<file path="src/hw/rtl/eft_pkg.sv">
// ----------------------------------------------------------------------------
// eft_pkg
// Shared types, command and status records, and constants for the multipath
// forwarding table.
// ----------------------------------------------------------------------------
package eft_pkg;

    typedef enum logic [1:0] {
        ACT_ADD,
        ACT_REMOVE,
        ACT_LOOKUP,
        ACT_FLUSH
    } act_t;

    typedef enum logic [1:0] {
        RES_OK,
        RES_BAD_ARG,
        RES_NO_MATCH,
        RES_FULL
    } res_t;

    typedef enum logic [4:0] {
        S_IDLE,
        S_SCAN,
        S_DECIDE,
        S_AGE_RD,
        S_AGE_WR,
        S_NEW,
        S_PSCAN,
        S_PDECIDE,
        S_SHIFT_RD,
        S_SHIFT_WR,
        S_PUT,
        S_CNT_WR,
        S_FREE,
        S_CRC,
        S_DIV_INIT,
        S_DIV,
        S_PORT_RD,
        S_PORT_WAIT,
        S_FLUSH,
        S_RESP
    } state_t;

    typedef enum logic [4:0] {
        OP_NONE,
        OP_LOAD,
        OP_SCAN,
        OP_DECIDE,
        OP_AGE_RD,
        OP_AGE_WR,
        OP_NEW,
        OP_PSCAN,
        OP_PDECIDE,
        OP_SHIFT_RD,
        OP_SHIFT_WR,
        OP_PUT,
        OP_CNT_WR,
        OP_FREE,
        OP_CRC,
        OP_DIV_INIT,
        OP_DIV,
        OP_PORT_RD,
        OP_PORT_WAIT,
        OP_FLUSH,
        OP_RESULT
    } op_t;

    typedef struct packed {
        op_t  op;
        res_t res;
    } dp_cmd_t;

    typedef struct packed {
        act_t in_act;
        logic in_dst_zero;
        act_t act;
        logic scan_done;
        logic hit;
        logic free_hit;
        logic best_empty;
        logic age_done;
        logic pscan_done;
        logic pfound;
        logic pcnt_full;
        logic cnt_zero;
        logic shift_end;
        logic crc_done;
        logic div_done;
        logic out_busy;
    } dp_stat_t;

    localparam int          KEY_BYTES  = 20;
    localparam int          QUO_BITS   = 16;
    localparam logic [15:0] CRC_POLY   = 16'hA001;

    // Width of one hash region for each possible port count.
    localparam logic [15:0] HASH_SPAN [17] = '{
        16'hFFFF,
        16'(65535 / 1),  16'(65535 / 2),  16'(65535 / 3),  16'(65535 / 4),
        16'(65535 / 5),  16'(65535 / 6),  16'(65535 / 7),  16'(65535 / 8),
        16'(65535 / 9),  16'(65535 / 10), 16'(65535 / 11), 16'(65535 / 12),
        16'(65535 / 13), 16'(65535 / 14), 16'(65535 / 15), 16'(65535 / 16)
    };

    function automatic logic [15:0] crc_byte(logic [15:0] crc_in, logic [7:0] data);
        logic [15:0] c;
        c = crc_in ^ {8'h00, data};
        for (int i = 0; i < 8; i++)
        begin
            if (c[0])
            begin
                c = (c >> 1) ^ CRC_POLY;
            end
            else
            begin
                c = c >> 1;
            end
        end
        return c;
    endfunction

endpackage

</file>
<file path="src/hw/rtl/eft_ctrl.sv">
// ----------------------------------------------------------------------------
// eft_ctrl
// Sequencer of the forwarding table: walks each transaction through its
// scan, update, hash and divide steps and commands the datapath.
// ----------------------------------------------------------------------------
module eft_ctrl (
    input  logic              clk,
    input  logic              rst_n,
    input  logic              in_valid,
    output logic              in_ready,
    input  eft_pkg::dp_stat_t stat,
    output eft_pkg::dp_cmd_t  cmd
);
    import eft_pkg::*;

    state_t state_reg, state_next;
    res_t   res_reg, res_next;

    always_ff @(posedge clk or negedge rst_n)
    begin
        if (!rst_n)
        begin
            state_reg <= S_IDLE;
            res_reg   <= RES_OK;
        end
        else
        begin
            state_reg <= state_next;
            res_reg   <= res_next;
        end
    end

    always_comb
    begin
        state_next = state_reg;
        res_next   = res_reg;
        unique case (state_reg)
            S_IDLE:
            begin
                if (in_valid)
                begin
                    if (stat.in_act == ACT_FLUSH)
                    begin
                        state_next = S_FLUSH;
                    end
                    else if (stat.in_dst_zero)
                    begin
                        state_next = S_RESP;
                        res_next   = RES_BAD_ARG;
                    end
                    else
                    begin
                        state_next = S_SCAN;
                    end
                end
            end
            S_SCAN:
            begin
                if (stat.scan_done)
                begin
                    state_next = S_DECIDE;
                end
            end
            S_DECIDE:
            begin
                unique case (stat.act)
                    ACT_LOOKUP:
                    begin
                        if (!stat.hit || stat.best_empty)
                        begin
                            state_next = S_RESP;
                            res_next   = RES_NO_MATCH;
                        end
                        else
                        begin
                            state_next = S_CRC;
                        end
                    end
                    ACT_ADD:
                    begin
                        if (stat.hit)
                        begin
                            state_next = S_PSCAN;
                        end
                        else if (stat.free_hit)
                        begin
                            state_next = S_AGE_RD;
                        end
                        else
                        begin
                            state_next = S_RESP;
                            res_next   = RES_FULL;
                        end
                    end
                    ACT_REMOVE:
                    begin
                        if (stat.hit)
                        begin
                            state_next = S_PSCAN;
                        end
                        else
                        begin
                            state_next = S_RESP;
                            res_next   = RES_NO_MATCH;
                        end
                    end
                    default:
                    begin
                        state_next = S_RESP;
                        res_next   = RES_OK;
                    end
                endcase
            end
            S_AGE_RD:
            begin
                if (stat.age_done)
                begin
                    if (stat.act == ACT_ADD)
                    begin
                        state_next = S_NEW;
                    end
                    else
                    begin
                        state_next = S_RESP;
                        res_next   = RES_OK;
                    end
                end
                else
                begin
                    state_next = S_AGE_WR;
                end
            end
            S_AGE_WR:    state_next = S_AGE_RD;
            S_NEW:       state_next = S_PSCAN;
            S_PSCAN:
            begin
                if (stat.pscan_done)
                begin
                    state_next = S_PDECIDE;
                end
            end
            S_PDECIDE:
            begin
                if (stat.act == ACT_ADD)
                begin
                    if (stat.pfound)
                    begin
                        state_next = S_RESP;
                        res_next   = RES_OK;
                    end
                    else if (stat.pcnt_full)
                    begin
                        state_next = S_RESP;
                        res_next   = RES_FULL;
                    end
                    else
                    begin
                        state_next = S_SHIFT_RD;
                    end
                end
                else if (stat.pfound)
                begin
                    state_next = S_SHIFT_RD;
                end
                else
                begin
                    state_next = S_CNT_WR;
                end
            end
            S_SHIFT_RD:
            begin
                if (stat.shift_end)
                begin
                    state_next = (stat.act == ACT_ADD) ? S_PUT : S_CNT_WR;
                end
                else
                begin
                    state_next = S_SHIFT_WR;
                end
            end
            S_SHIFT_WR:  state_next = S_SHIFT_RD;
            S_PUT:       state_next = S_CNT_WR;
            S_CNT_WR:
            begin
                if (stat.act != ACT_ADD && stat.cnt_zero)
                begin
                    state_next = S_FREE;
                end
                else
                begin
                    state_next = S_RESP;
                    res_next   = RES_OK;
                end
            end
            S_FREE:      state_next = S_AGE_RD;
            S_CRC:
            begin
                if (stat.crc_done)
                begin
                    state_next = S_DIV_INIT;
                end
            end
            S_DIV_INIT:  state_next = S_DIV;
            S_DIV:
            begin
                if (stat.div_done)
                begin
                    state_next = S_PORT_RD;
                end
            end
            S_PORT_RD:   state_next = S_PORT_WAIT;
            S_PORT_WAIT:
            begin
                state_next = S_RESP;
                res_next   = RES_OK;
            end
            S_FLUSH:
            begin
                state_next = S_RESP;
                res_next   = RES_OK;
            end
            S_RESP:
            begin
                if (!stat.out_busy)
                begin
                    state_next = S_IDLE;
                end
            end
            default:     state_next = S_IDLE;
        endcase
    end

    always_comb
    begin
        in_ready = 1'b0;
        cmd.res  = res_reg;
        cmd.op   = OP_NONE;
        unique case (state_reg)
            S_IDLE:
            begin
                in_ready = 1'b1;
                cmd.op   = in_valid ? OP_LOAD : OP_NONE;
            end
            S_SCAN:      cmd.op = OP_SCAN;
            S_DECIDE:    cmd.op = OP_DECIDE;
            S_AGE_RD:    cmd.op = OP_AGE_RD;
            S_AGE_WR:    cmd.op = OP_AGE_WR;
            S_NEW:       cmd.op = OP_NEW;
            S_PSCAN:     cmd.op = OP_PSCAN;
            S_PDECIDE:   cmd.op = OP_PDECIDE;
            S_SHIFT_RD:  cmd.op = OP_SHIFT_RD;
            S_SHIFT_WR:  cmd.op = OP_SHIFT_WR;
            S_PUT:       cmd.op = OP_PUT;
            S_CNT_WR:    cmd.op = OP_CNT_WR;
            S_FREE:      cmd.op = OP_FREE;
            S_CRC:       cmd.op = OP_CRC;
            S_DIV_INIT:  cmd.op = OP_DIV_INIT;
            S_DIV:       cmd.op = OP_DIV;
            S_PORT_RD:   cmd.op = OP_PORT_RD;
            S_PORT_WAIT: cmd.op = OP_PORT_WAIT;
            S_FLUSH:     cmd.op = OP_FLUSH;
            S_RESP:      cmd.op = stat.out_busy ? OP_NONE : OP_RESULT;
            default:     cmd.op = OP_NONE;
        endcase
    end

endmodule

</file>
<file path="src/hw/rtl/eft_datapath.sv">
// ----------------------------------------------------------------------------
// eft_datapath
// Entry and port memories, valid bits, scan and port search registers, the
// byte-wide CRC step, the restoring divider and the output register.
// ----------------------------------------------------------------------------
module eft_datapath #(
    parameter int ENTRIES = 16,
    parameter int PORTS   = 8
) (
    input  logic              clk,
    input  logic              rst_n,
    input  eft_pkg::dp_cmd_t  cmd,
    output eft_pkg::dp_stat_t stat,
    input  logic [1:0]        action,
    input  logic [31:0]       destination,
    input  logic [7:0]        qos_class,
    input  logic [15:0]       port_id,
    input  logic [31:0]       source_address,
    input  logic [30:0]       cep_source,
    input  logic [30:0]       cep_destination,
    output logic              out_valid,
    input  logic              out_ready,
    output logic [1:0]        status,
    output logic [15:0]       next_port,
    output logic              table_empty
);
    import eft_pkg::*;

    localparam int EW  = (ENTRIES > 1) ? $clog2(ENTRIES) : 1;
    localparam int ECW = $clog2(ENTRIES + 1);
    localparam int CW  = $clog2(PORTS + 1);
    localparam int PD  = ENTRIES * PORTS;
    localparam int PAW = (PD > 1) ? $clog2(PD) : 1;
    localparam int BCW = $clog2(KEY_BYTES + 1);
    localparam int DCW = $clog2(QUO_BITS + 1);

    // Stores
    logic [31:0]      ent_dst_mem [ENTRIES];
    logic [7:0]       ent_qos_mem [ENTRIES];
    logic [EW-1:0]    ent_age_mem [ENTRIES];
    logic [CW-1:0]    ent_cnt_mem [ENTRIES];
    logic [15:0]      port_mem    [PD];
    logic [31:0]      ent_dst_q;
    logic [7:0]       ent_qos_q;
    logic [EW-1:0]    ent_age_q;
    logic [CW-1:0]    ent_cnt_q;
    logic [15:0]      port_q;
    logic [ENTRIES-1:0] valid_reg;

    // Transaction fields
    act_t             act_reg;
    logic [31:0]      dst_reg;
    logic [7:0]       qos_reg;
    logic [15:0]      port_reg;
    logic [31:0]      src_reg;
    logic [30:0]      cs_reg;
    logic [30:0]      cd_reg;

    // Search and update state
    logic [ECW-1:0]   ecnt_reg;
    logic             pend_reg;
    logic [EW-1:0]    ri_reg;
    logic [CW-1:0]    rk_reg;
    logic [CW-1:0]    k_reg;
    logic             hit_reg;
    logic             free_hit_reg;
    logic [EW-1:0]    best_idx_reg;
    logic [EW-1:0]    free_idx_reg;
    logic [EW-1:0]    best_age_reg;
    logic [CW-1:0]    best_cnt_reg;
    logic [CW-1:0]    pcnt_reg;
    logic             pfound_reg;
    logic [CW-1:0]    ppos_reg;

    // Hash and divide
    logic [15:0]      crc_reg;
    logic [BCW-1:0]   bcnt_reg;
    logic [15:0]      quo_reg;
    logic [15:0]      rem_reg;
    logic [15:0]      dvs_reg;
    logic [DCW-1:0]   dcnt_reg;
    logic [15:0]      nport_reg;

    // Output register
    logic             out_valid_reg;
    logic [1:0]       status_reg;
    logic [15:0]      next_port_reg;
    logic             empty_reg;

    logic             scan_match;
    logic             scan_better;
    logic [EW-1:0]    ent_adr;
    logic [EW-1:0]    age_idx;
    logic             age_we;
    logic [CW-1:0]    poff;
    logic [PAW-1:0]   port_adr;
    logic             port_we;
    logic [15:0]      port_wd;
    logic [CW-1:0]    pcnt_m1;
    logic [CW-1:0]    region;
    logic [159:0]     key;
    logic [7:0]       key_byte;
    logic [16:0]      rem_sh;
    logic             is_add;

    assign is_add  = (act_reg == ACT_ADD);
    assign age_idx = ecnt_reg[EW-1:0];

    assign scan_match  = valid_reg[ri_reg] && (ent_dst_q == dst_reg) &&
                         ((ent_qos_q == 8'h00) || (ent_qos_q == qos_reg));
    assign scan_better = !hit_reg || (ent_age_q < best_age_reg);

    // Ages above the freed entry's rank close up; on creation all move up.
    assign age_we = (cmd.op == OP_AGE_WR) && valid_reg[age_idx] &&
                    (is_add || (ent_age_q > best_age_reg));

    assign pcnt_m1 = pcnt_reg - CW'(1);
    assign region  = (quo_reg > 16'(pcnt_m1)) ? pcnt_m1 : quo_reg[CW-1:0];

    assign key      = {1'b0, cd_reg, 1'b0, cs_reg, 24'h000000, qos_reg, dst_reg, src_reg};
    assign key_byte = key[8*bcnt_reg +: 8];
    assign rem_sh   = {rem_reg, quo_reg[15]};

    always_comb
    begin
        case (cmd.op)
            OP_NEW:  ent_adr = free_idx_reg;
            OP_CNT_WR: ent_adr = best_idx_reg;
            default: ent_adr = age_idx;
        endcase
    end

    always_comb
    begin
        port_we = 1'b0;
        port_wd = port_q;
        case (cmd.op)
            OP_SHIFT_RD: poff = is_add ? (k_reg - CW'(1)) : (k_reg + CW'(1));
            OP_PORT_RD:  poff = region;
            OP_PUT:
            begin
                poff    = '0;
                port_we = 1'b1;
                port_wd = port_reg;
            end
            OP_SHIFT_WR:
            begin
                poff    = k_reg;
                port_we = 1'b1;
            end
            default:     poff = k_reg;
        endcase
    end

    assign port_adr = PAW'(best_idx_reg) * PAW'(PORTS) + PAW'(poff);

    // Entry memories: one address per cycle, registered read.
    always_ff @(posedge clk)
    begin
        if (cmd.op == OP_NEW)
        begin
            ent_dst_mem[ent_adr] <= dst_reg;
            ent_qos_mem[ent_adr] <= qos_reg;
            ent_age_mem[ent_adr] <= '0;
            ent_cnt_mem[ent_adr] <= '0;
        end
        if (cmd.op == OP_CNT_WR)
        begin
            ent_cnt_mem[ent_adr] <= pcnt_reg;
        end
        if (age_we)
        begin
            ent_age_mem[ent_adr] <= is_add ? (ent_age_q + EW'(1)) : (ent_age_q - EW'(1));
        end
        ent_dst_q <= ent_dst_mem[ent_adr];
        ent_qos_q <= ent_qos_mem[ent_adr];
        ent_age_q <= ent_age_mem[ent_adr];
        ent_cnt_q <= ent_cnt_mem[ent_adr];
    end

    always_ff @(posedge clk)
    begin
        if (port_we)
        begin
            port_mem[port_adr] <= port_wd;
        end
        port_q <= port_mem[port_adr];
    end

    always_ff @(posedge clk or negedge rst_n)
    begin
        if (!rst_n)
        begin
            valid_reg     <= '0;
            out_valid_reg <= 1'b0;
        end
        else
        begin
            case (cmd.op)
                OP_FLUSH: valid_reg <= '0;
                OP_NEW:   valid_reg[free_idx_reg] <= 1'b1;
                OP_FREE:  valid_reg[best_idx_reg] <= 1'b0;
                default:  ;
            endcase
            if (cmd.op == OP_RESULT)
            begin
                out_valid_reg <= 1'b1;
            end
            else if (out_ready)
            begin
                out_valid_reg <= 1'b0;
            end
        end
    end

    always_ff @(posedge clk)
    begin
        case (cmd.op)
            OP_LOAD:
            begin
                act_reg      <= act_t'(action);
                dst_reg      <= destination;
                qos_reg      <= qos_class;
                port_reg     <= port_id;
                src_reg      <= source_address;
                cs_reg       <= cep_source;
                cd_reg       <= cep_destination;
                ecnt_reg     <= '0;
                pend_reg     <= 1'b0;
                hit_reg      <= 1'b0;
                free_hit_reg <= 1'b0;
                nport_reg    <= '0;
            end
            OP_SCAN:
            begin
                if (ecnt_reg < ECW'(ENTRIES))
                begin
                    ecnt_reg <= ecnt_reg + ECW'(1);
                    ri_reg   <= ecnt_reg[EW-1:0];
                    pend_reg <= 1'b1;
                end
                else
                begin
                    pend_reg <= 1'b0;
                end
                if (pend_reg)
                begin
                    if (scan_match && scan_better)
                    begin
                        hit_reg      <= 1'b1;
                        best_idx_reg <= ri_reg;
                        best_age_reg <= ent_age_q;
                        best_cnt_reg <= ent_cnt_q;
                    end
                    if (!valid_reg[ri_reg] && !free_hit_reg)
                    begin
                        free_hit_reg <= 1'b1;
                        free_idx_reg <= ri_reg;
                    end
                end
            end
            OP_DECIDE:
            begin
                ecnt_reg   <= '0;
                k_reg      <= '0;
                bcnt_reg   <= '0;
                crc_reg    <= '0;
                pfound_reg <= 1'b0;
                pend_reg   <= 1'b0;
                pcnt_reg   <= best_cnt_reg;
            end
            OP_AGE_WR: ecnt_reg <= ecnt_reg + ECW'(1);
            OP_NEW:
            begin
                best_idx_reg <= free_idx_reg;
                best_age_reg <= '0;
                pcnt_reg     <= '0;
                k_reg        <= '0;
            end
            OP_PSCAN:
            begin
                if (!pfound_reg && (k_reg < pcnt_reg))
                begin
                    k_reg    <= k_reg + CW'(1);
                    rk_reg   <= k_reg;
                    pend_reg <= 1'b1;
                end
                else
                begin
                    pend_reg <= 1'b0;
                end
                if (pend_reg && !pfound_reg && (port_q == port_reg))
                begin
                    pfound_reg <= 1'b1;
                    ppos_reg   <= rk_reg;
                end
            end
            OP_PDECIDE:
            begin
                if (is_add)
                begin
                    k_reg <= pcnt_reg;
                end
                else if (pfound_reg)
                begin
                    k_reg    <= ppos_reg;
                    pcnt_reg <= pcnt_m1;
                end
            end
            OP_SHIFT_WR: k_reg <= is_add ? (k_reg - CW'(1)) : (k_reg + CW'(1));
            OP_PUT:      pcnt_reg <= pcnt_reg + CW'(1);
            OP_FREE:     ecnt_reg <= '0;
            OP_CRC:
            begin
                // The step stops once all key bytes are in, which raises crc_done and moves
                // the controller on to the divider.
                if (bcnt_reg != BCW'(KEY_BYTES))
                begin
                    crc_reg  <= crc_byte(crc_reg, key_byte);
                    bcnt_reg <= bcnt_reg + BCW'(1);
                end
            end
            OP_DIV_INIT:
            begin
                quo_reg  <= crc_reg;
                rem_reg  <= '0;
                dvs_reg  <= HASH_SPAN[5'(pcnt_reg)];
                dcnt_reg <= '0;
            end
            OP_DIV:
            begin
                if (dcnt_reg != DCW'(QUO_BITS))
                begin
                    if (rem_sh >= {1'b0, dvs_reg})
                    begin
                        rem_reg <= 16'(rem_sh - {1'b0, dvs_reg});
                        quo_reg <= {quo_reg[14:0], 1'b1};
                    end
                    else
                    begin
                        rem_reg <= rem_sh[15:0];
                        quo_reg <= {quo_reg[14:0], 1'b0};
                    end
                    dcnt_reg <= dcnt_reg + DCW'(1);
                end
            end
            OP_PORT_WAIT: nport_reg <= port_q;
            OP_RESULT:
            begin
                status_reg    <= cmd.res;
                next_port_reg <= nport_reg;
                empty_reg     <= ~|valid_reg;
            end
            default: ;
        endcase
    end

    always_comb
    begin
        stat.in_act      = act_t'(action);
        stat.in_dst_zero = (destination == 32'h0);
        stat.act         = act_reg;
        stat.scan_done   = (ecnt_reg == ECW'(ENTRIES)) && !pend_reg;
        stat.hit         = hit_reg;
        stat.free_hit    = free_hit_reg;
        stat.best_empty  = (best_cnt_reg == '0);
        stat.age_done    = (ecnt_reg == ECW'(ENTRIES));
        stat.pscan_done  = !pend_reg && (pfound_reg || (k_reg >= pcnt_reg));
        stat.pfound      = pfound_reg;
        stat.pcnt_full   = (pcnt_reg == CW'(PORTS));
        stat.cnt_zero    = (pcnt_reg == '0);
        stat.shift_end   = is_add ? (k_reg == '0) : (k_reg >= pcnt_reg);
        stat.crc_done    = (bcnt_reg == BCW'(KEY_BYTES));
        stat.div_done    = (dcnt_reg == DCW'(QUO_BITS));
        stat.out_busy    = out_valid_reg && !out_ready;
    end

    assign out_valid   = out_valid_reg;
    assign status      = status_reg;
    assign next_port   = next_port_reg;
    assign table_empty = empty_reg;

endmodule

</file>
<file path="src/hw/rtl/ecmp_forwarding_table.sv">
// ----------------------------------------------------------------------------
// ecmp_forwarding_table
// Sequence: a lookup runs the entry scan, 20 CRC byte steps, 16 divide steps
// and a port read; an add or remove that creates or frees an entry also
// sweeps the ranks of all entries. Any transaction may wait at its end for
// the previous result to be taken.
// Transactions: one at a time, bounded by the scan of the single-port entry
// memory, one entry per cycle, and by the age sweep, a read and a write per entry.
// Reset: asynchronous, clears every valid bit and the output valid flag.
// ----------------------------------------------------------------------------
module ecmp_forwarding_table #(
    parameter int ENTRIES = 16,
    parameter int PORTS   = 8
) (
    input  logic        clk,
    input  logic        rst_n,
    input  logic        in_valid,
    output logic        in_ready,
    input  logic [1:0]  action,
    input  logic [31:0] destination,
    input  logic [7:0]  qos_class,
    input  logic [15:0] port_id,
    input  logic [31:0] source_address,
    input  logic [30:0] cep_source,
    input  logic [30:0] cep_destination,
    output logic        out_valid,
    input  logic        out_ready,
    output logic [1:0]  status,
    output logic [15:0] next_port,
    output logic        table_empty
);
    import eft_pkg::*;

    // The controller owns the sequence of a transaction; the datapath holds
    // the table, the search registers and the hash and divide units. Each
    // entry carries a rank (0 is the newest), kept dense by sweeping all
    // entries whenever one is created or freed. Among matching entries the
    // one with the lowest rank wins.
    //
    // A lookup hashes the flow key one byte per cycle with the reflected
    // CRC-16 (poly 0xA001, init 0), then divides the hash by the region
    // width for the entry's port count in a restoring divider, one quotient
    // bit per cycle, clamping the region to the last port.
    //
    // The result sits in an output register, so a new transaction can be
    // taken while the previous result still waits to be collected.

    dp_cmd_t  dp_cmd;
    dp_stat_t dp_stat;

    eft_ctrl u_ctrl (
        .clk      (clk),
        .rst_n    (rst_n),
        .in_valid (in_valid),
        .in_ready (in_ready),
        .stat     (dp_stat),
        .cmd      (dp_cmd)
    );

    eft_datapath #(
        .ENTRIES (ENTRIES),
        .PORTS   (PORTS)
    ) u_datapath (
        .clk             (clk),
        .rst_n           (rst_n),
        .cmd             (dp_cmd),
        .stat            (dp_stat),
        .action          (action),
        .destination     (destination),
        .qos_class       (qos_class),
        .port_id         (port_id),
        .source_address  (source_address),
        .cep_source      (cep_source),
        .cep_destination (cep_destination),
        .out_valid       (out_valid),
        .out_ready       (out_ready),
        .status          (status),
        .next_port       (next_port),
        .table_empty     (table_empty)
    );

    // A new result must never overwrite one that has not been collected.
    assert property (@(posedge clk) disable iff (!rst_n)
        dp_cmd.op == OP_RESULT |-> !(out_valid && !out_ready))
        else $error("result written over a pending transaction");

    // Only a successful lookup reports a port.
    assert property (@(posedge clk) disable iff (!rst_n)
        out_valid && status != RES_OK |-> next_port == 16'h0000)
        else $error("port reported with a failing status");

    // Once a transaction is taken, the block is no longer ready in the cycle after.
    assert property (@(posedge clk) disable iff (!rst_n)
        in_valid && in_ready |=> !in_ready)
        else $error("transaction accepted while busy");

endmodule

</file>
<file path="config.mk">
export PLATFORM = sky130hd
export DESIGN_NAME = ecmp_forwarding_table
export DESIGN_NICKNAME = d
export VERILOG_FILES = /design/src/hw/rtl/eft_pkg.sv /design/src/hw/rtl/eft_ctrl.sv /design/src/hw/rtl/eft_datapath.sv /design/src/hw/rtl/ecmp_forwarding_table.sv
export SDC_FILE = /design/constraint.sdc
export NUM_CORES = 2
export LEC_CHECK = 0
export BUFFER_PORTS_ARGS = -buffer_cell sky130_fd_sc_hd__buf_4
export CAP_MARGIN = 25
export CORE_MARGIN = 5
export CORE_UTILIZATION = 25
export CTS_BUF_LIST = sky130_fd_sc_hd__clkbuf_8
export DETAILED_ROUTE_END_ITERATION = 12
export PLACE_DENSITY = 0.5
export SYNTH_ARGS = -nofsm -noshare
export SYNTH_HDL_FRONTEND = slang
export SYNTH_SLANG_ARGS = --single-unit
</file>
<file path="constraint.sdc">
create_clock -name clk -period 7.4 [get_ports clk]
set_input_delay 1.11 -clock clk [delete_from_list [all_inputs] [get_ports clk]]
set_output_delay 1.11 -clock clk [all_outputs]
set_load 0.02 [all_outputs]
</file>
==> impl_metrics.toml <==
[floorplanning]
rows = 261
die_area_sq_um = 521000
ios = 177
core_sq_um = 505000
start_util_pct = 25.1
die_width_um = 722
die_h_um = 722

[finish]
drive_above_1_share_pct = 15.3
layout_commonest_cell = "edfxtp_1"
regMostFlops = "u_datapath.port_mem"
area_growth_syn_to_layout_pct = 17.8
reg_top3 = "u_datapath.port_mem (2048), u_datapath.ent_dst_mem (512), u_datapath.ent_qos_mem (128)"
utilization_pct = 29.6
nNetsFinal = 9731
largest_reg_flops = 2048
layout_common_cells = "3121 x edfxtp_1, 1708 x nand2_1, 568 x clkbuf_8, 554 x buf_4, 539 x nand3_1"
design_area_sq_um = 149000

[placed_design]
io_buffers = 176
place_ws_ns = 0.570
dpl.hpwl_um = 265000
place_congestion = 0.884
placedInstanceArea_sq_um = 139000

[timing]
finalMaxSlewViolations = 0
worst_pin_slew_ns = 1.18
setup_slack_ns = 0.355
slew_headroom_pct = 19.4
setup_violations = 0
rsz0062_at_grt = "false"
hold_violations = 0
skew_ns = 0.0945
period_share_pct = 95.2
max_freq_mhz = 142
period_needed_ns = 7.05

[logic_synthesis]
ys_warn_count = 0
syn_area_sq_um = 127000
syn_inst = 8858
yosys_register_bits = 3209
syn_avg_cell_area_sq_um = 14.3
synth_edf_count = 3121
synth_cell_type_count = 90
ys.flop_type = "edfxtp_1"
async_flop_share_pct = 0.748
syn-num-nets = 9066
ys_seq_area_share_pct = 75.4

[cts]
cts_made_buffers = 540
cts_sinks = 3209
clk-insertion-delay-late_ns = 1.23
cts_resized = 0
cts_root_buf = "clkbuf_8"
cts_hold_buf = 76
cts_max_level = 6
path_clk_slew_ns = 0.06
post-cts-setup-buffers = 0
cts_tree = "built"
clock_path_buffers = 4

[detailed_routing]
dr.pass1.iters = 8
drt_iter0_markers = 10192
postRouteAntennaNets = 0
post-route-drc-count = 0
vias = 82768
vias_per_cell = 4.97
wl_per_cell_um = 26.6
wirelength_um = 442000

[critical_path]
critical_path.startpoint_type = "flip-flop"
crit_top_cell = "ha_1"
crit_type = "reg -> reg"
critPathTopFamily = "compound AO/OA/AOI/OAI gates"
cp_max_fo = 12
cp_num_buf_inv = 1
arrival_ns = 8.12
slowest_delay_ns = 0.93
cp.required_ns = 8.48
crit_slowest_cell = "a32oi_1"
cp-end-kind = "flip-flop"
crit_chain = "inv_1, ha_1, ha_1, ha_1, and4_1, a21o_1, nand2_1, o211ai_1, o211ai_1, ha_4, ha_1, nand3_1, o21ai_0, nand2_1, o21ai_1, and2_1, a32oi_1, nand4_1, or4_1"

[pwr]
p_int_mw = 36.8
clockPowerShare_pct = 22.9
leakage_nw = 49.6
power.total_mw = 64.5
seq_power_share_pct = 36.7
pwr-share-comb_pct = 40.4
p_per_area_nw_per_um2 = 432
vdd.ir_drop.worst_mv = 0.382
sw_frac_of_total_pct = 42.9
net-switching-power_mw = 27.6

[global_route]
grt_overflow = 0
antenna_found_initial = 31
grt_pass1_vias = 78834
grt_pass1_wl_um = 618000
grt_util_all_layers_pct = 16.2
grt_max_degree = 124

[run]
maxCapViolations = 0

[hold_path]
hp-class = "in -> reg"

[run_status]
status = "complete, no violations"
==> kinds of logic (layout without fill, tap and decap cells) <==
group	count (synthesis)	count (layout)	share of synthesized area, %
adder cells (fa/ha/maj)	52	52	0.525
AND/OR/NAND/NOR	2969	2969	9.99
buffers and inverters	617	1696	2.03
flip-flops	3209	3209	75.4
other	0	6	0
XOR/XNOR	107	107	0.739
multiplexers	238	238	2.31
AO/OA/AOI/OAI	1666	1666	8.98
==> Yosys cell counts (28+ instances only) <==
cell / number / area (sq um)
a22o_1: 51 / 447
nand4_1: 44 / 275
mux2i_1: 161 / 1610
a22oi_1: 206 / 1550
a221oi_1: 134 / 1170
dfxtp_1: 64 / 1280
edfxtp_1: 3121 / 93700
and3_1: 85 / 532
a21oi_1: 505 / 2530
nor2_1: 360 / 1350
o211ai_1: 35 / 263
nor3_1: 58 / 290
a31oi_1: 87 / 544
buf_2: 143 / 716
clkbuf_1: 318 / 1190
mux4_2: 40 / 901
inv_1: 50 / 188
a32oi_1: 28 / 245
nor4_1: 37 / 231
nand3_1: 541 / 2710
a211oi_1: 96 / 721
o22ai_1: 43 / 269
ha_1: 50 / 626
nand2_1: 1733 / 6500
a311oi_1: 113 / 990
xor2_1: 51 / 447
xnor2_1: 56 / 490
buf_1: 89 / 334
mux2_2: 35 / 394
o21ai_0: 180 / 901
==> power groups by stage <==
stage          Combinational, mW  Clock (mW)  Sequential (mW)
2_1_floorplan               13.2           0             23.9
3_3_place_gp                25.6           0             24.0
3_5_place_dp                25.7           0             24.0
4_1_cts                     25.8        15.0             23.7
5_1_grt                     27.2        15.9             23.7
6_report                    26.0        14.7             23.7
==> final cells by class <==
type / count / area [sq um]
diodes: 6 / 15.0
clock buffers: 568 / 7820
clock inverters: 388 / 1920
fillers: 50698 / 356000
inverters: 54 / 210
multi-input cells: 5032 / 29400
flip-flops and latches: 3209 / 95600
well taps: 6706 / 8390
repair buffers: 686 / 5980
==> per-stage QoR <==
step / setup TNS (ns) / hold WS [ns] / instances
detailed placement: 0 / 0.396 / 15606
global route: 0 / 0.0579 / 16648
floorplan: 0 / 0.386 / 8858
global placement: -0.0245 / 0.392 / 15595
finish: 0 / 0.121 / 16649
CTS: 0 / 0.000239 / 16638
==> worst reg2reg max path: stages, from the launching register on <==
cell and delay (ns):
edfxtp_1 0.61, inv_1 0.23, ha_1 0.28, ha_1 0.39, ha_1 0.35, and4_1 0.26
a21o_1 0.38, nand2_1 0.16, o211ai_1 0.19, o211ai_1 0.25, ha_4 0.30, ha_1 0.30
nand3_1 0.13, o21ai_0 0.16, nand2_1 0.12, o21ai_1 0.38, and2_1 0.59, a32oi_1 0.93
nand4_1 0.34, or4_1 0.59
==> layer usage <==
| layer | part of all wire (%) | GRT usage [%] | up-vias | routed length (um) |
|---|---|---|---|---|
| met1 | 43 | 22.6 | 42600 | 188000 |
| met5 | 0.021 | 0 | - | 95 |
| met4 | 3.4 | 5.39 | 14 | 15200 |
| met3 | 9.3 | 3.62 | 751 | 41200 |
| met2 | 45 | 25.0 | 4089 | 198000 |
| li1 | - | - | 35314 | - |
==> worst paths after layout <==
kind                                          from                       end  slack, ns  depth (start not counted)
max                         u_datapath.pcnt_reg[1]     u_datapath.port_q[10]       0.35                         19
min                                     port_id[6]    u_datapath.port_reg[6]       0.12                          1
max reg2reg                 u_datapath.pcnt_reg[1]     u_datapath.port_q[10]       0.35                         19
min reg2reg                u_datapath.nport_reg[7]   u_datapath.next_port[7]       0.42                          0
max in group asynchronous                    rst_n  u_datapath.valid_reg[14]       6.52                          2
min in group asynchronous                    rst_n       u_ctrl.state_reg[0]       0.55                          2
Power figures use the tool's default switching activity.
